<file path="config.mk">
export PLATFORM = sky130hd
export DESIGN_NAME = lsh_queue
export DESIGN_NICKNAME = d
export VERILOG_FILES = /design/src/rtl/core/lsh_pkg.sv /design/src/rtl/core/lsh_queue.sv
export SDC_FILE = /design/constraint.sdc
export NUM_CORES = 1
export LEC_CHECK = 0
export BUFFER_PORTS_ARGS = -buffer_cell sky130_fd_sc_hd__buf_2
export CORE_ASPECT_RATIO = 1.5
export CORE_MARGIN = 3
export CORE_UTILIZATION = 55
export DETAILED_ROUTE_END_ITERATION = 10
export GPL_TIMING_DRIVEN = 1
export PLACE_DENSITY_LB_ADDON = 0.05
export SKIP_CTS_REPAIR_TIMING = 1
export SLEW_MARGIN = 30
export SYNTH_ARGS = -nofsm -noshare
export SYNTH_HDL_FRONTEND = slang
export SYNTH_SLANG_ARGS = --single-unit
export TNS_END_PERCENT = 5
</file>
<file path="constraint.sdc">
create_clock -name clock -period 7 [get_ports clock]
set_input_delay 1.05 -clock clock [delete_from_list [all_inputs] [get_ports clock]]
set_output_delay 1.05 -clock clock [all_outputs]
set_load 0.005 [all_outputs]
</file>
<file path="src/rtl/core/lsh_pkg.sv">
// ----------------------------------------------------------------------------
// lsh_pkg: shared types and codes for the Laplacian stencil core
// Holds the function codes of the request channel and the command record that
// travels from the front end through the queue into the execution back end.
// ----------------------------------------------------------------------------
`default_nettype none

package lsh_pkg;

   // Request function codes.
   localparam logic [1:0] FUNC_LOAD_GRID = 2'd0;
   localparam logic [1:0] FUNC_LOAD_HALO = 2'd1;
   localparam logic [1:0] FUNC_QUERY     = 2'd2;

   // Halo sides.
   localparam logic [1:0] SIDE_PLUS_X  = 2'd0;
   localparam logic [1:0] SIDE_MINUS_X = 2'd1;
   localparam logic [1:0] SIDE_PLUS_Y  = 2'd2;
   localparam logic [1:0] SIDE_MINUS_Y = 2'd3;

   // Field widths fixed by the request format.
   localparam int COORD_W  = 6;
   localparam int SAMPLE_W = 32;

   // Depth of the command queue between front and back end.
   localparam int QUEUE_DEPTH = 2;

   // Classified command kinds.
   typedef enum logic [1:0] {
      CMD_GRID_WR,
      CMD_HALO_WR,
      CMD_QUERY
   } cmd_kind_type;

   // One classified command.
   typedef struct packed {
      cmd_kind_type               kind;
      logic [COORD_W-1:0]         col;
      logic [COORD_W-1:0]         row;
      logic [1:0]                 side;
      logic [COORD_W-1:0]         pos;
      logic signed [SAMPLE_W-1:0] sample;
   } cmd_type;

   // Back end status, visible to the top level.
   typedef struct packed {
      logic inflight;
      logic reading;
   } back_status_type;

endpackage

`default_nettype wire

</file>
<file path="src/rtl/core/lsh_queue.sv">
// ----------------------------------------------------------------------------
// lsh_queue: command queue between front and back end
// A short first-in first-out buffer that lets intake and execution stall
// independently of each other.
// ----------------------------------------------------------------------------
`default_nettype none

module lsh_queue (
   input  wire logic             clock,
   input  wire logic             reset,
   input  wire logic             push_valid,
   input  wire lsh_pkg::cmd_type push_cmd,
   output logic                  push_ready,
   output logic                  pop_valid,
   output lsh_pkg::cmd_type      pop_cmd,
   input  wire logic             pop_take
);
   import lsh_pkg::*;

   localparam int PTR_W = (QUEUE_DEPTH > 1) ? $clog2(QUEUE_DEPTH) : 1;
   localparam int CNT_W = $clog2(QUEUE_DEPTH + 1);

   cmd_type            entry_ff [QUEUE_DEPTH];
   logic [PTR_W-1:0]   wr_ptr_ff, wr_ptr_in;
   logic [PTR_W-1:0]   rd_ptr_ff, rd_ptr_in;
   logic [CNT_W-1:0]   count_ff, count_in;
   logic               do_push;
   logic               do_pop;

   assign push_ready = count_ff != CNT_W'(QUEUE_DEPTH);
   assign pop_valid  = count_ff != '0;
   assign pop_cmd    = entry_ff[rd_ptr_ff];
   assign do_push    = push_valid && push_ready;
   assign do_pop     = pop_take && pop_valid;

   // Pointer and fill count updates.
   always_comb begin
      wr_ptr_in = wr_ptr_ff;
      rd_ptr_in = rd_ptr_ff;
      count_in  = count_ff;
      if (do_push) begin
         wr_ptr_in = (32'(wr_ptr_ff) == QUEUE_DEPTH - 1) ? '0 : wr_ptr_ff + 1'b1;
      end
      if (do_pop) begin
         rd_ptr_in = (32'(rd_ptr_ff) == QUEUE_DEPTH - 1) ? '0 : rd_ptr_ff + 1'b1;
      end
      if (do_push && !do_pop) begin
         count_in = count_ff + 1'b1;
      end else if (do_pop && !do_push) begin
         count_in = count_ff - 1'b1;
      end
   end

   always_ff @(posedge clock) begin
      if (reset) begin
         wr_ptr_ff <= '0;
         rd_ptr_ff <= '0;
         count_ff  <= '0;
      end else begin
         wr_ptr_ff <= wr_ptr_in;
         rd_ptr_ff <= rd_ptr_in;
         count_ff  <= count_in;
      end
   end

   always_ff @(posedge clock) begin
      if (do_push) begin
         entry_ff[wr_ptr_ff] <= push_cmd;
      end
   end

endmodule

`default_nettype wire

</file>
* After elaboration in Yosys (flattened, before gate mapping) *
Memory sizes are Yosys's and may differ from the RTL's. A register that Yosys moved wholly into a read port is not among the register bits.
Index checks and enable logic that the tools add are counted.

operators by class
  $add $sub $neg = 4
  equality and inequality tests = 1
  muxes and demuxes = 8
  reductions and logical operators = 8

operator list
  cell                 count
  $mux 1               6
  $logic_and 1x1->1    4
  $mux 2               2
  $reduce_bool 2->1    2
  $add 1x1->1 const B  2
  $add 2x1->2 const B  1
  $logic_not 1->1      2
  $ne 2x2->1 const B   1
  $sub 2x1->2 const B  1

word-level totals
  register bits after elaboration = 4
  memory bits (writable) = 108
  input port bits = 58
  output and inout bits = 56
  word-level logic and storage cells = 25
  memories = 1

memory list
  memory    words  width  read ports  clocked after memory_dff  write ports  RTL line         text
  entry_ff  2      54     1           1                         1            lsh_queue.sv:23  cmd_type entry_ff [QUEUE_DEPTH];

* Depth between registers and ports, before layout *
  depth after elaboration = 6
  gate-level depth with buffers = 6
  mapped depth without buffers = 6

* Least setup slack after synthesis *
Ideal clock, no wire load.

  kind = input to register
  start point = input port push_valid
  end point = memory entry_ff[1][0] in the netlist's numbering, enable pin
  setup time = 0.418 ns
  arrival = 2.379 ns
  data required time = 6.582 ns
  slack = 4.203 ns
  stages = 1
  buffers on the path = 0
  cell sequence = and3_1

on the way
  word-level cells in the longest chain between the ends = 3

ends and longest elaborated chain
  element                       RTL line         text
  from (decl)                   lsh_queue.sv:11  input wire logic push_valid,
  $logic_and 1x1->1             lsh_queue.sv:33  assign do_push = push_valid && push_ready;
  $mux 1                        lsh_queue.sv:67  if (do_push) begin
  $mux 1 (implied by the code)  lsh_queue.sv:68  entry_ff[wr_ptr_ff] <= push_cmd;
  to (decl)                     lsh_queue.sv:23

No other way between the ends.

==> out/qor.txt <==
RUN STATUS
-----------------------------------------------------------------------------------
Run status                                                             finished, final reports clean

CTS
-----------------------------------------------------------------------------------
Number of clock buffers inserted by TritonCTS                                    17
TritonCTS clock tree                                                           done
Clock transition at path regs                                                 50 ps
Clock insertion delay at the later pin of the skew report                    500 ps
Number of buffers on the longest clock path                                       2
Buffer type at the clock tree root                                         clkbuf_8
TritonCTS Sinks                                                                 113
Max H-tree Level                                                                  4

PWR
-----------------------------------------------------------------------------------
Switching part of the total power                                             23.7%
Total power divided by cell area                                        373 nW/um^2
Internal Dissipation                                                        1.51 mW
Relative contribution of combinational cells to total power                   18.9%
Peak ir drop on the vdd network                                          0.000286 V
Switching power of the nets                                                0.467 mW
Static leakage power                                                        2.01 nW
Seq pwr share                                                                 45.2%
Post-layout total power                                                     1.97 mW
Clock power frac                                                              35.9%

FINISH
-----------------------------------------------------------------------------------
N_diodes                                                                          0
Count of placed standard cells in the final layout, fillers left out            434
Fraction of final layout cells sized beyond drive strength 1                  58.7%
Filler instances                                                                500
Design area                                                              5290 sq um
Final net count                                                                 380
Fraction of the core area covered by cells at the end of the flow             72.7%
Area delta synth->final                                                       28.5%

TIMING
-----------------------------------------------------------------------------------
Final number of setup-violating endpoints                                         0
Fin crit period                                                             3320 ps
Final sum of negative setup slack                                              0 ps
Fmax                                                                        301 MHz
Share of the clock period used by the worst path after layout                 47.4%
Layout Skew                                                                 6.34 ps
Worst hold slack                                                             512 ps
Total count of max-transition violations in the final report                      0
Worst slew margin relative to its limit                                       51.7%
Measured slew at the worst slew-check pin                                    725 ps
Final setup margin                                                          3680 ps
Final number of hold-violating endpoints                                          0
RSZ-0062 raised after global routing                                          false

DETAILED ROUTING
-----------------------------------------------------------------------------------
Total number of vias                                                          2,162
Detailed-route vias per instance                                               4.98
Post-DRT Antenna Nets                                                             0
Count of unresolved DRC violations after routing                                  0
DRC marker count from the first detailed-route iteration                        119
Router iterations before antenna repair                                           5
Average detailed-routed wire length per instance                            16.2 um
Final wirelength                                                            7030 um

PLACED DESIGN
-----------------------------------------------------------------------------------
Detailed placement HPWL                                                     4550 um
Port Buf Inserts                                                                113
Placed cell area                                                         4790 sq um
Routability cong.                                                             0.713
# placed instances                                                              402
Place WS                                                                    4190 ps

GRT
-----------------------------------------------------------------------------------
First-pass GRT wire length                                                11,300 um
Number of antenna violations at the first check in global routing                 0
Via count of the first global-routing pass                                    2,420
GRT overflow                                                                      0
Maximum number of pins on one net before global-route repair                     55
Tot GR Track Use                                                              17.8%

SETUP PATH
-----------------------------------------------------------------------------------
Worst Path Max Fanout                                                            28
Classification of the worst setup path                                 flip-flop to output pin
Nature of the critical path endpoint                                     output pin
Worst-case reg-to-reg path depth                                                  3
Crit path DAT                                                               2270 ps
Critical Path Source Type                                                 flip-flop
Worst EP required                                                           5950 ps

SYNTH
-----------------------------------------------------------------------------------
Combinational family with the most area after synthesis                multiplexers
Fraction of post-synthesis cell area in the top cell type by area             78.8%
Synth top area cells                                                   edfxtp_1 (79%), mux2_2 (15%), dfxtp_1 (2.4%)
Portion of the post-synthesis area used by sequential elements                81.2%
Xor and xnor area share after synthesis                                      0.638%
Synthesized-area fraction occupied by and/or/nand/nor cells                   1.22%
Leading register cell type out of synthesis                                edfxtp_1
Adder-cell share of the synthesized area                                     0.304%
Cells after Synth                                                               192
Synth Net Count                                                                 251
Most instantiated cells after synthesis                                edfxtp_1 (108), mux2_2 (54), buf_4 (5), dfxtp_1 (5)
Compound-cell area share of the yosys netlist                                0.729%
Number of enable flip-flop cells after synthesis                                108
Warning count from the yosys run                                                  0
Mux share of post-synthesis cell area                                         14.8%
Synth area leader                                                          edfxtp_1
Async set-reset flop share out of synthesis                                      0%
Syn avg cell area                                                        21.4 sq um
Synthesized flop and latch total                                                113
Cell area after synthesis                                                4120 sq um
Most repeated cell in the gate-level netlist after synthesis               edfxtp_1
Number of library cell types mapped by synthesis                                 18

FLOORPLANNING
-----------------------------------------------------------------------------------
Overall die height                                                           112 um
Initial Util                                                                  56.6%
Number of top-level pins                                                        114
Die extent in x                                                             76.6 um
Die area                                                                 8580 sq um
Floorplan core area                                                      7270 sq um
Cell row count                                                                   38

JOB
-----------------------------------------------------------------------------------
Number of max-cap violations                                                      0

MIN PATH
-----------------------------------------------------------------------------------
Type of the most critical hold path                                    flip-flop to flip-flop
WHS Path Cells                                                                    2

final cells by class:
| class | instances | area (sq um) | share of cell area [%] |
|---|---|---|---|
| timing repair buffer | 116 | 588 | 11.1 |
| inverter | 1 | 3.75 | 0.0710 |
| clock inverter | 11 | 71.3 | 1.35 |
| tap | 100 | 125 | 2.37 |
| clock buffer | 21 | 429 | 8.11 |
| sequential | 113 | 3340 | 63.2 |
| multi-input combinational | 72 | 728 | 13.8 |
critical path, cell delays in order, from the launching register on:
cell	delay (ps)
dfxtp_2	740
buf_4	460
mux2_2	400
buf_2	140
registers in the layout, indices dropped and copies added (netlist names), named ones only:
name / flops
wr_ptr_ff: 1
entry_ff: 108
rd_ptr_ff: 1
count_ff: 2
power groups by stage:
| stage | registers, mW | clock network (mW) | logic [mW] |
|---|---|---|---|
| 6_report | 0.892 | 0.708 | 0.374 |
| 5_1_grt | 0.903 | 0.753 | 0.412 |
| 4_1_cts | 0.894 | 0.725 | 0.382 |
| 3_5_place_dp | 0.906 | 0 | 0.379 |
| 3_3_place_gp | 0.902 | 0 | 0.375 |
| 2_1_floorplan | 0.878 | 0 | 0.249 |
logic make-up (layout without fill, tap and decap cells):
logic type	count (synthesis)	count (layout)
muxes	54	54
DFF	113	113
xor gates and xnor gates	3	3
AOI/OAI and AO/OA	5	5
buffers and inverters	7	149
adders and majority gates	1	1
and+or+nand+nor	9	9
placed cells by master, fill, tap and decap left out, drive strengths merged:
master and count:
a21bo 1, a21oi 2, and2 1, and3 1, buf 116, bufinv 1
clkbuf 21, clkinv 10, dfxtp 5, edfxtp 108, ha 1, inv 1
mux2 54, nand2b 1, nand3b 1, nor2 3, o21ai 2, or2 1
or3 1, xor2 3
per-layer routing:
layer,track usage [%],wire (um),vias up
li1,-,-,1017
met1,18.6,2610,1061
met2,31.7,3930,75
met3,6.55,405,9
met4,8.34,86,0
met5,0,0,-
final timing paths:
path / start / to / slack [ps]
max: flip-flop / pop_cmd[46] / 3680
min: rd_ptr_ff / rd_ptr_ff / 510
max reg2reg: count_ff[0] / entry_ff[1][0] / 5240
min reg2reg: rd_ptr_ff / rd_ptr_ff / 510
Note: power is estimated with default switching activity, not from simulation.
