## src/rtl/core/lsh_pkg.sv

```systemverilog
// ----------------------------------------------------------------------------
// lsh_pkg: shared types and codes for the Laplacian stencil core
// Holds the function codes of the request channel and the command record that
// travels from the front end through the queue into the execution back end.
// ----------------------------------------------------------------------------
`default_nettype none

package lsh_pkg;

   // Request function codes.
   localparam logic [1:0] FUNC_LOAD_GRID = 2'd0;
   localparam logic [1:0] FUNC_LOAD_HALO = 2'd1;
   localparam logic [1:0] FUNC_QUERY     = 2'd2;

   // Halo sides.
   localparam logic [1:0] SIDE_PLUS_X  = 2'd0;
   localparam logic [1:0] SIDE_MINUS_X = 2'd1;
   localparam logic [1:0] SIDE_PLUS_Y  = 2'd2;
   localparam logic [1:0] SIDE_MINUS_Y = 2'd3;

   // Field widths fixed by the request format.
   localparam int COORD_W  = 6;
   localparam int SAMPLE_W = 32;

   // Depth of the command queue between front and back end.
   localparam int QUEUE_DEPTH = 2;

   // Classified command kinds.
   typedef enum logic [1:0] {
      CMD_GRID_WR,
      CMD_HALO_WR,
      CMD_QUERY
   } cmd_kind_type;

   // One classified command.
   typedef struct packed {
      cmd_kind_type               kind;
      logic [COORD_W-1:0]         col;
      logic [COORD_W-1:0]         row;
      logic [1:0]                 side;
      logic [COORD_W-1:0]         pos;
      logic signed [SAMPLE_W-1:0] sample;
   } cmd_type;

   // Back end status, visible to the top level.
   typedef struct packed {
      logic inflight;
      logic reading;
   } back_status_type;

endpackage

`default_nettype wire

```

## src/rtl/core/lsh_front.sv

```systemverilog
// ----------------------------------------------------------------------------
// lsh_front: request intake and classification
// Accepts request transfers, drops those that fall outside the tile or use an
// unused function code, and registers the rest as commands for the queue.
// ----------------------------------------------------------------------------
`default_nettype none

module lsh_front #(
   parameter int GRID_X = 64,
   parameter int GRID_Y = 64
) (
   input  wire logic                         clock,
   input  wire logic                         reset,
   input  wire logic                         req_valid,
   output logic                              req_stall,
   input  wire logic [1:0]                   req_func,
   input  wire logic [lsh_pkg::COORD_W-1:0]  req_col,
   input  wire logic [lsh_pkg::COORD_W-1:0]  req_row,
   input  wire logic [1:0]                   req_direction,
   input  wire logic [lsh_pkg::COORD_W-1:0]  req_halo_index,
   input  wire logic signed [lsh_pkg::SAMPLE_W-1:0] req_sample,
   output logic                              push_valid,
   output lsh_pkg::cmd_type                  push_cmd,
   input  wire logic                         push_ready
);
   import lsh_pkg::*;

   logic    cmd_valid_ff, cmd_valid_in;
   cmd_type cmd_ff, cmd_in;
   logic    accept;
   logic    in_tile;
   logic    halo_ok;
   logic    keep;

   // The holding register frees up whenever the queue takes its command.
   assign req_stall = cmd_valid_ff && !push_ready;
   assign accept    = req_valid && !req_stall;

   // Classification of the incoming request.
   always_comb begin
      in_tile = (32'(req_col) < 32'(GRID_X)) && (32'(req_row) < 32'(GRID_Y));
      if (req_direction == SIDE_PLUS_X || req_direction == SIDE_MINUS_X) begin
         halo_ok = 32'(req_halo_index) < 32'(GRID_Y);
      end else begin
         halo_ok = 32'(req_halo_index) < 32'(GRID_X);
      end
      cmd_in.col    = req_col;
      cmd_in.row    = req_row;
      cmd_in.side   = req_direction;
      cmd_in.pos    = req_halo_index;
      cmd_in.sample = req_sample;
      case (req_func)
         FUNC_LOAD_GRID: begin
            cmd_in.kind = CMD_GRID_WR;
            keep        = in_tile;
         end
         FUNC_LOAD_HALO: begin
            cmd_in.kind = CMD_HALO_WR;
            keep        = halo_ok;
         end
         FUNC_QUERY: begin
            cmd_in.kind = CMD_QUERY;
            keep        = in_tile;
         end
         default: begin
            cmd_in.kind = CMD_QUERY;
            keep        = 1'b0;
         end
      endcase
   end

   // Next state of the holding register.
   always_comb begin
      if (accept) begin
         cmd_valid_in = keep;
      end else if (push_ready) begin
         cmd_valid_in = 1'b0;
      end else begin
         cmd_valid_in = cmd_valid_ff;
      end
   end

   always_ff @(posedge clock) begin
      if (reset) begin
         cmd_valid_ff <= 1'b0;
      end else begin
         cmd_valid_ff <= cmd_valid_in;
      end
   end

   always_ff @(posedge clock) begin
      if (accept) begin
         cmd_ff <= cmd_in;
      end
   end

   assign push_valid = cmd_valid_ff;
   assign push_cmd   = cmd_ff;

endmodule

`default_nettype wire

```

## config.mk

```make
export PLATFORM = sky130hd
export DESIGN_NAME = lsh_front
export DESIGN_NICKNAME = d
export VERILOG_FILES = /design/src/rtl/core/lsh_pkg.sv /design/src/rtl/core/lsh_front.sv
export SDC_FILE = /design/constraint.sdc
export NUM_CORES = 1
export LEC_CHECK = 0
export ABC_AREA = 1
export BUFFER_PORTS_ARGS = -buffer_cell sky130_fd_sc_hd__buf_2
export CORE_UTILIZATION = 40
export DETAILED_ROUTE_END_ITERATION = 8
export PLACE_DENSITY = 0.74
export REMOVE_ABC_BUFFERS = 1
export SETUP_SLACK_MARGIN = 0.3
export SYNTH_ARGS = -nofsm -noshare
export SYNTH_HDL_FRONTEND = slang
export SYNTH_SLANG_ARGS = --single-unit
```

## constraint.sdc

```tcl
create_clock -name clock -period 2.7 [get_ports clock]
set_clock_uncertainty 0.1 [all_clocks]
set_input_delay 0.135 -clock clock [delete_from_list [all_inputs] [get_ports clock]]
set_output_delay 0.135 -clock clock [all_outputs]
set_load 0.02 [all_outputs]
```

Word-level counts from Yosys, hierarchy flattened
Index checks and enable logic that the tools add are counted.

word-level totals
  output and inout port bits = 56
  logic and storage cells = 20
  register bits = 55

operators by class
  equal/unequal tests = 2
  reduce and logical (&&, ||, !) cells = 7
  muxes and demuxes = 4

operator list
  operator                                             number
  one-hot mux 2 bit (2 select lines)                   1
  2-to-1 mux 1 bit                                     3
  OR reduction 3 bit                                   1
  equality test 2 x 1 -> 1 bit, second input constant  1
  equality test 2 bit, second input constant           1
  logical AND 1 bit                                    2
  zero test 1 bit                                      2
  zero test 2 bit                                      1
  nonzero test 2 bit                                   1

Logic depth before layout (Yosys ltp)
Gate-level depths: netlist of run 1.

  depth after elaboration = 5
  mapped depth = 4
  mapped depth without buffers = 4

Worst setup path before layout of run 1
No wires, ideal clock.

  kind = register -> register
  from = reg cmd_valid_ff, in the netlist push_valid
  to = reg cmd_ff (netlist bit push_cmd[0]) (enable)
  stages on the path, launching flop included = 4
  clock period less this slack = 2,532 ps
  required time = 2,177 ps
  buffers on the path = 0
  slack = 168 ps
  arrival time = 2,009 ps
  cell sequence = dfxtp_1 > nand2_2 > inv_1 > nor2_2

on the way
  longest elaborated chain between the ends = 3

RTL lines
  what                    line             source
  start, declared         lsh_front.sv:28  logic cmd_valid_ff, cmd_valid_in;
  start signal, assigned  lsh_front.sv:87  cmd_valid_ff <= cmd_valid_in;
  logical AND 1 bit       lsh_front.sv:36  assign req_stall = cmd_valid_ff && !push_ready;
  net req_stall           lsh_front.sv:15  output logic req_stall,
  zero test 1 bit         lsh_front.sv:37  assign accept = req_valid && !req_stall;
  logical AND 1 bit       lsh_front.sv:37
  net accept              lsh_front.sv:30  logic accept;
  end signal, assigned    lsh_front.sv:93  cmd_ff <= cmd_in;
  end, declared           lsh_front.sv:29  cmd_type cmd_ff, cmd_in;

The timed path passes the listed nets, and every way through them passes these cells.
A chain may end at the register's enable or synchronous reset.

Worst setup path after layout of run 1
  from = reg cmd_valid_ff, in the netlist push_valid
  to = reg cmd_ff (netlist bit push_cmd[33]) (enable)

on the way
  longest elaborated chain between the ends = 3

RTL lines
  what               line
  logical AND 1 bit  lsh_front.sv:36
  zero test 1 bit    lsh_front.sv:37
  logical AND 1 bit  lsh_front.sv:37
  net accept         lsh_front.sv:30

The timed path passes the listed nets, and every way through them passes these cells.

==> out/metrics.csv, run 1 <==
metric,value,unit
routed_wl,4.708,mm
wl_per_cell,16.12,µm
antenna_cells,0,
worstSetupPathType,reg2reg,
synth_adder_area_share,0,%
syn_area,1693,µm²
portBuffers,113,
synth-compound-area-share,0.5174,%
cp_data_required_time,2.60,ns
ys.warnings.count,0,
crit_fanout,32,
holdCritPathClass,in2reg,
clockBufferDepth,2,
die_w,67.06,µm
powerDensity,567.8,nW/µm²
yosys.area_share.xor_xnor,0,%
io_pins,114,
antenna_found_initial,0,
grt_usage,22.24,%
globalRouteOverflowTotal,0,
ant_nets,0,
synth_top_family_by_area,simple AND/OR/NAND/NOR gates,
fin_cells,292,
yosys.area.top_type,edfxtp_1,
setup_tns,0,ns
clock_latency,0.29,ns
arrival,1.59,ns
nFillCells,262,
cts_root_buf,clkbuf_8,
final_common_cell,buf_2,
cts_buffers,5,
dp_cells,229,
cts_htree_levels,2,
regArea,1642,µm²
ir_worst_vdd,0.4532,mV
drc_errors,0,
die-area,4496,µm²
start_util,42.02,%
synth_mux_area_share,0,%
area_growth,75.68,%
rsz0062_at_grt,no,
firstDrtPassIters,4,
worst_pin_slew,0.6411,ns
nets,299,
ys_seq_area_share,96.97,%
post_dp_cell_area,2342,µm²
maxSlewViolCount,0,
fmax,589.6,MHz
hold_viol,0,
synth_area_leaders,"edfxtp_1 (96%), dfxtp_1 (1.2%), inv_1 (0.89%)",
grt_max_degree,33,
maxCapViolCount,0,
drive_above_1_share,50.83,%
numClockSinks,55,
fin_crit_sh,62.81,%
setup_viol,0,
syn-instance-count,66,
viasPerCell,4.479,
ys_ff_latch,55,
place_ws,1.019,ns
p_leak,1.301,nW
globalplace.congestion,0.6789,
synth_cell_types,9,
relSlewSlack,57.16,%
grt_pass1_vias,1379,
synthSimpleGateAreaFrac,1.404,%
first_iter_violations,34,
finalWorstSetupSlack,1.004,ns
timing.final.crit_period,1.696,ns
crit_path_end_kind,flop,
cts_tree,done,
fin_area,2974,µm²
rows,23,
multi_input_area,37.54,µm²
cp-start-kind,flop,
grt_pass1_wl,6.734,mm
path_clk_slew,0.09,ns
dr_total_vias,1308,
core,4029,µm²
status,completed,
die_height,67.06,µm
synth_top_area_share,95.79,%
layout_common_cells,"buf_2 (113), dlygate4sd3_1 (55), edfxtp_1 (54)",
avgSynthCellArea,25.65,µm²
==> through the flow <==
stage          power (mW)  hold slack, ns  utilization (%)
2_1_floorplan       1.117         0.09744                -
3_3_place_gp        1.206          0.1971            58.14
3_5_place_dp        1.213          0.1999            58.14
4_1_cts             1.684         0.02967            73.82
5_1_grt             1.755         0.02810            73.82
6_report            1.689         0.04582            73.82
==> worst paths after layout <==
kind | from | end | slack (ns) | cells after the start
max | push_valid$_SDFFE_PP0P_ | push_cmd[33]$_DFFE_PP_ | 1.00 | 4
min | req_func[0] | push_cmd[52]$_DFFE_PP_ | 0.05 | 3
max reg2reg | push_valid$_SDFFE_PP0P_ | push_cmd[33]$_DFFE_PP_ | 1.00 | 4
min reg2reg | push_valid$_SDFFE_PP0P_ | push_cmd[7]$_DFFE_PP_ | 0.78 | 3
==> kinds of logic after synthesis <==
logic type | count (synthesis)
simple gates | 5
compound gates | 1
flops | 55
buf+inv | 5
==> area by class of cell <==
class / instances / share of cell area, %
inverters: 4 / 0.5048
clock buffers: 7 / 2.566
flip-flops and latches: 55 / 55.20
well taps: 50 / 2.103
clock inverters: 1 / 0.1683
multi-input cells: 6 / 1.262
repair buffers: 169 / 38.20
==> where the power goes <==
group,total [mW],internal [mW],switching (mW)
logic,0.252,0.119,0.133
clock network,0.425,0.183,0.242
registers,1.01,0.997,0.0143
total,1.69,1.30,0.390
==> cells in the mapped netlist <==
cell type   n
inv_1       4
a21oi_2     1
nor2_2      1
nand2_2     1
dfxtp_1     1
nor2_1      1
clkbuf_1    1
edfxtp_1   54
nand2_1     2
==> critical path, stage by stage (launching register included) <==
cell and delay (ns):
dfxtp_1 0.33, nand2_2 0.09, inv_1 0.08, nor2_4 0.50, buf_12 0.29
==> repair_timing <==
item / in CTS / in global routing
endpoints found under the hold margin: 54 / 0
setup buffers: 0 / 0
hold buffers: 55 / 0
resized for setup: 0 / 0
==> flip-flops by register name, summed over array words and instances (netlist names) <==
register / cells
push_cmd: 54
push_valid: 1
==> routing by layer <==
metal	vias up	routed length (µm)	track usage [%]
met5	-	0	0
met4	0	65	7.181
met3	8	438	8.733
met2	83	2472	39.00
met1	617	1732	24.27
li1	600	-	-
Power figures use the tool's default switching activity.
==> inputs of run 2 (changes only) <==
- clock period: 2.7 -> 1.65 ns (I/O delays scaled with it)
==> out/metrics.csv, run 2 (synthesis gave the netlist of run 1 again) <==
metric,value,unit,change
cp-start-kind,flop,,unchanged
dr_total_vias,1287,,was 1308
fin_crit_sh,79.06,%,was 62.81%
worst_pin_slew,0.1719,ns,was 0.6411 ns
p_comb_share,14.4,%,was 14.9%
clockBufferDepth,2,,unchanged
layout_common_cells,"buf_2 (113), dlygate4sd3_1 (56), edfxtp_1 (54)",,"was buf_2 (113), dlygate4sd3_1 (55), edfxtp_1 (54)"
grt_usage,21.41,%,was 22.24%
crit_fanout,32,,unchanged
fmax,766.6,MHz,was 589.6 MHz
first_iter_violations,68,,was 34
switchingPower,0.6328,mW,was 0.3901 mW
die_height,67.06,µm,unchanged
status,completed,,unchanged
ant_nets,0,,unchanged
rsz0062_at_grt,no,,unchanged
worstSetupPathType,reg2reg,,unchanged
nFillCells,249,,was 262
use_met1,22.25,%,was 24.27%
use_met3,6.678,%,was 8.733%
grt_max_degree,33,,unchanged
portBuffers,113,,unchanged
final_common_cell,buf_2,,unchanged
maxCapViolCount,0,,unchanged
cp_data_required_time,1.55,ns,was 2.60 ns
power_frac_seq,56.7,%,was 59.9%
ir_worst_vdd,0.7714,mV,was 0.4532 mV
setup_viol,0,,unchanged
fin_util,75.19,%,was 73.82%
pwr-share-clk,29.0,%,was 25.2%
drc_errors,0,,unchanged
area_growth,78.94,%,was 75.68%
globalRouteOverflowTotal,0,,unchanged
numClockSinks,55,,unchanged
regArea,1642,µm²,unchanged
arrival,1.21,ns,was 1.59 ns
p_leak,1.325,nW,was 1.301 nW
routed_wl,4.576,mm,was 4.708 mm
die-area,4496,µm²,unchanged
drive_above_1_share,50.82,%,was 50.83%
rows,23,,unchanged
holdCritPathClass,in2reg,,unchanged
path_clk_slew,0.09,ns,about the same
largest_reg_flops,54,,unchanged
hold_viol,0,,unchanged
antenna_cells,0,,unchanged
clock_latency,0.30,ns,was 0.29 ns
io_pins,114,,unchanged
firstDrtPassIters,4,,unchanged
core,4029,µm²,unchanged
die_w,67.06,µm,unchanged
cts_root_buf,clkbuf_8,,unchanged
met2_usage,39.00,%,unchanged
busiest_layer,met2,,unchanged
crit_path_end_kind,flop,,unchanged
viasPerCell,4.378,,was 4.479
dp_hpwl,2.569,mm,
cts_setup_buffers,0,,unchanged
start_util,42.02,%,unchanged
grt_pass1_wl,6.555,mm,was 6.734 mm
powerDensity,964.0,nW/µm²,was 567.8 nW/µm²
swShare,21.67,%,was 23.10%
multi_input_area,37.54,µm²,unchanged
cts_buffers,5,,unchanged
nets,301,,was 299
power,2.920,mW,was 1.689 mW
wl_per_cell,15.56,µm,was 16.12 µm
intPower,2.287,mW,was 1.299 mW
relSlewSlack,88.54,%,was 57.16%
timing.final.crit_period,1.304,ns,was 1.696 ns
maxSlewViolCount,0,,unchanged
globalplace.congestion,0.6764,,was 0.6789
grt_pass1_vias,1383,,was 1379
antenna_found_initial,0,,unchanged
cts_htree_levels,2,,unchanged
cts_tree,done,,unchanged
run 2: cell types whose count changed in the layout (fill, tap and decap cells not counted), sizes merged:
cell         change
buf              +1
bufinv           +1
clkinv           -1
dlygate4sd3      +1
run 2: per-stage QoR:
step | setup WS (ns) | setup TNS, ns | cell area, µm² | hold WS, ns | instances
floorplan | -0.8816 | -47.60 | 1689 | 0.04494 | 65
CTS | 0.3887 | 0 | 3029 | 0.2676 | 294
finish | 0.3456 | 0 | 3029 | 0.2713 | 294
global route | 0.3183 | 0 | 3029 | 0.2870 | 294
detailed placement | 0.4066 | 0 | 2362 | 0.1438 | 230
global placement | 0.4424 | 0 | 2362 | 0.1450 | 230
run 2: cell type report:
cell class	count	area share [%]
repair buffers	171	38.50
inverters	4	0.4957
multi-input cells	6	1.239
clock inverters	1	0.9913
clock buffers	7	2.520
flip-flops and latches	55	54.19
well taps	50	2.065
run 2: repair_timing:
item | CTS | global route
hold endpoints to repair | 55 | 0
hold buffers | 56 | 0
gates resized for setup | 0 | 0
endpoints found under the setup margin | 0 | 0
run 2: power by group through the flow:
| stage | combinational (mW) | clock [mW] | sequential, mW |
|---|---|---|---|
| 2_1_floorplan | 0.0325 | 0 | 1.79 |
| 3_3_place_gp | 0.301 | 0 | 1.68 |
| 3_5_place_dp | 0.309 | 0 | 1.68 |
| 4_1_cts | 0.411 | 0.857 | 1.65 |
| 5_1_grt | 0.446 | 0.910 | 1.66 |
| 6_report | 0.420 | 0.846 | 1.65 |
run 2: critical path, cell delays in order, from the launching register on:
cell and delay, ns:
dfxtp_1 0.33, nand2_2 0.10, inv_1 0.09, nor2_4 0.15, buf_12 0.22
run 2: path summary, 6_finish.rpt:
check,from,to,slack [ns],cells past startpoint
hold reg to reg,push_valid$_SDFFE_PP0P_,push_cmd[36]$_DFFE_PP_,0.87,4
setup reg to reg,push_valid$_SDFFE_PP0P_,push_cmd[28]$_DFFE_PP_,0.35,4
setup / recovery,push_valid$_SDFFE_PP0P_,push_cmd[28]$_DFFE_PP_,0.35,4
hold / removal,req_valid,push_cmd[36]$_DFFE_PP_,0.27,4
run 2: per-layer routing:
metal,vias to the layer above,part of all wire [%],wire (µm)
li1,603,-,-
met3,7,8.8,403
met2,81,54,2463
met1,596,36,1633
met4,0,1.7,76
met5,-,0,0
==> inputs of run 3 (changes only) <==
- ABC_AREA: 1 -> 0
- clock period: 1.65 -> 1.25 ns (I/O delays scaled with it)
==> out/metrics.csv, run 3 <==
metric,value,unit,change
status,completed,,unchanged
ys_seq_area_share,96.76,%,was 96.97%
dr_total_vias,1386,,was 1287
grt_pass1_vias,1434,,was 1383
yosys.area.top_type,edfxtp_1,,unchanged
syn-instance-count,62,,was 66
rows,23,,unchanged
dp_hpwl,2.577,mm,was 2.569 mm
start_util,42.11,%,was 42.02%
syn_area,1697,µm²,was 1693 µm²
power,4.330,mW,was 2.920 mW
ant_nets,0,,unchanged
slowest_stage,dfxtp_2,,was dfxtp_1
setup_viol,0,,unchanged
power_frac_seq,51.1,%,was 56.7%
cts_htree_levels,2,,unchanged
die_w,67.13,µm,was 67.06 µm
grt_pass1_wl,7.534,mm,was 6.555 mm
path_clk_slew,0.10,ns,was 0.09 ns
avgSynthCellArea,27.36,µm²,was 25.65 µm²
maxCapViolCount,0,,unchanged
multi_input_area,48.80,µm²,was 37.54 µm²
hold_viol,0,,unchanged
regArea,1643,µm²,was 1642 µm²
cp_data_required_time,1.18,ns,was 1.55 ns
pwr-share-clk,32.7,%,was 29.0%
portBuffers,113,,unchanged
first_iter_violations,71,,was 68
wl_per_cell,20.44,µm,was 15.56 µm
ir_worst_vdd,0.8897,mV,was 0.7714 mV
arrival,1.15,ns,was 1.21 ns
p_leak,1.455,nW,was 1.325 nW
viasPerCell,4.714,,was 4.378
cts_root_buf,clkbuf_8,,unchanged
drc_errors,0,,unchanged
antenna_cells,0,,unchanged
routed_wl,6.010,mm,was 4.576 mm
synth_area_leaders,"edfxtp_1 (96%), dfxtp_1 (1.2%), nand2b_4 (0.81%)",,"was edfxtp_1 (96%), dfxtp_1 (1.2%), inv_1 (0.89%)"
holdCritPathClass,in2reg,,unchanged
powerDensity,1271,nW/µm²,was 964.0 nW/µm²
globalplace.congestion,0.7427,,was 0.6764
numClockSinks,55,,unchanged
fin_area,3406,µm²,was 3029 µm²
nets,301,,unchanged
worstSetupPathType,reg2reg,,unchanged
ys_ff_latch,55,,unchanged
largest_reg_flops,54,,unchanged
crit_fanout,20,,was 32
area_growth,100.7,%,was 78.94%
swShare,22.74,%,was 21.67%
post_dp_cell_area,2361,µm²,was 2362 µm²
crit_path_end_kind,flop,,unchanged
synth-edff-count,54,,unchanged
path_buf_inv,1,,was 2
nFillCells,168,,was 249
cts_tree,done,,unchanged
p_comb_share,16.2,%,was 14.4%
ys.warnings.count,0,,unchanged
rsz0062_at_grt,yes,,was no
die-area,4506,µm²,was 4496 µm²
fmax,821.8,MHz,was 766.6 MHz
layout_common_cells,"buf_2 (66), dlygate4sd3_1 (55), edfxtp_1 (54)",,"was buf_2 (113), dlygate4sd3_1 (56), edfxtp_1 (54)"
grt_usage,25.26,%,was 21.41%
globalRouteOverflowTotal,0,,unchanged
antenna_found_initial,0,,unchanged
timing.final.crit_period,1.217,ns,was 1.304 ns
intPower,3.345,mW,was 2.287 mW
crit_path_max_incr_delay,0.36,ns,was 0.33 ns
relSlewSlack,91.82,%,was 88.54%
cp-start-kind,flop,,unchanged
switchingPower,0.9849,mW,was 0.6328 mW
core,4029,µm²,unchanged
cts_buffers,5,,unchanged
worst_pin_slew,0.1222,ns,was 0.1719 ns
ys.flop_type,edfxtp_1,,unchanged
firstDrtPassIters,4,,unchanged
clock_latency,0.31,ns,was 0.30 ns
grt_max_degree,21,,was 33
path_cells,nand2b_4 -> and2_4 -> buf_12,,was nand2_2 -> inv_1 -> nor2_4 -> buf_12
synth_top_area_share,95.58,%,was 95.79%
critical_path.top_delay_family,flip-flops,,unchanged
clockBufferDepth,2,,unchanged
final_common_cell,buf_2,,unchanged
yosysMostFrequentCell,edfxtp_1,,unchanged
synth_cell_types,9,,unchanged
io_pins,114,,unchanged
maxSlewViolCount,0,,unchanged
drive_above_1_share,54.51,%,was 50.82%
fin_crit_sh,97.35,%,was 79.06%
die_height,67.13,µm,was 67.06 µm
async_reset_ff_share,0,%,unchanged
==> run 3: cell type report <==
type / count / area share, %
Sequential cell: 55 / 48.24
Timing Repair Buffer: 175 / 44.38
Clock buffer: 5 / 2.021
Clock inverter: 3 / 1.984
Tap cell: 50 / 1.837
Multi-Input combinational cell: 5 / 1.433
Inverter: 1 / 0.1102
==> run 3: routing by layer <==
metal  track usage, %  up-vias  routed length [µm]
li1                 -      601                   -
met1            26.38      677                2082
met2            44.38       94                3262
met3            10.96       14                 525
met4            9.574        0                 140
met5                0        -                   0
==> run 3: power groups by stage <==
stage,logic (mW),registers [mW],clock network (mW)
6_report,0.702,2.21,1.42
5_1_grt,0.733,2.22,1.49
4_1_cts,0.619,2.19,1.38
3_5_place_dp,0.409,2.22,0
3_3_place_gp,0.396,2.22,0
2_1_floorplan,0.0443,2.37,0
==> run 3: worst min-delay path: cells and delay by family <==
kind,cells,cell delay (ns)
simple gates,1,0.11
buf+inv,2,0.19
compound gates,1,0.05
==> run 3: path summary, 6_finish.rpt <==
check / endpoint / depth (start not counted) / start / slack [ns]
worst min register to register: push_valid$_SDFFE_PP0P_ / 3 / push_valid$_SDFFE_PP0P_ / 0.52
worst max-delay path: push_cmd[27]$_DFFE_PP_ / 3 / push_valid$_SDFFE_PP0P_ / 0.03
worst max register to register: push_cmd[27]$_DFFE_PP_ / 3 / push_valid$_SDFFE_PP0P_ / 0.03
worst min-delay path: push_valid$_SDFFE_PP0P_ / 4 / push_ready / 0.02
==> run 3: cells by family after synthesis <==
logic type             count (synthesis)  share of synthesized area (%)
AND/OR/NAND/NOR                        3                          1.696
AO/OA/AOI/OAI                          2                          1.106
buffers and inverters                  2                         0.4421
flip-flops                            55                          96.76
==> run 3: what timing repair did <==
| action | CTS | global route |
|---|---|---|
| buffers inserted | 4 | 0 |
| hold endpoints to repair | 55 | 0 |
| gates cloned | 1 | 0 |
| resized for setup | 51 | 47 |
| endpoints found under the setup margin | 110 | 111 |
| pin swaps | 0 | 1 |
| hold buffers | 55 | 0 |
==> run 3: metrics by stage <==
stage / TNS [ns] / hold slack, ns / std cells / utilization, % / worst slack [ns]
6_report: 0 / 0.02369 / 294 / 84.53 / 0.03312
2_1_floorplan: -25.48 / 0.02494 / 61 / - / -0.4719
5_1_grt: -0.008540 / 0.02674 / 294 / 84.53 / -0.008540
3_5_place_dp: -0.09372 / 0.1406 / 226 / 58.60 / -0.003414
4_1_cts: 0 / 0.01684 / 294 / 80.81 / 0.06082
3_3_place_gp: 0 / 0.1262 / 226 / 58.60 / 0.03785
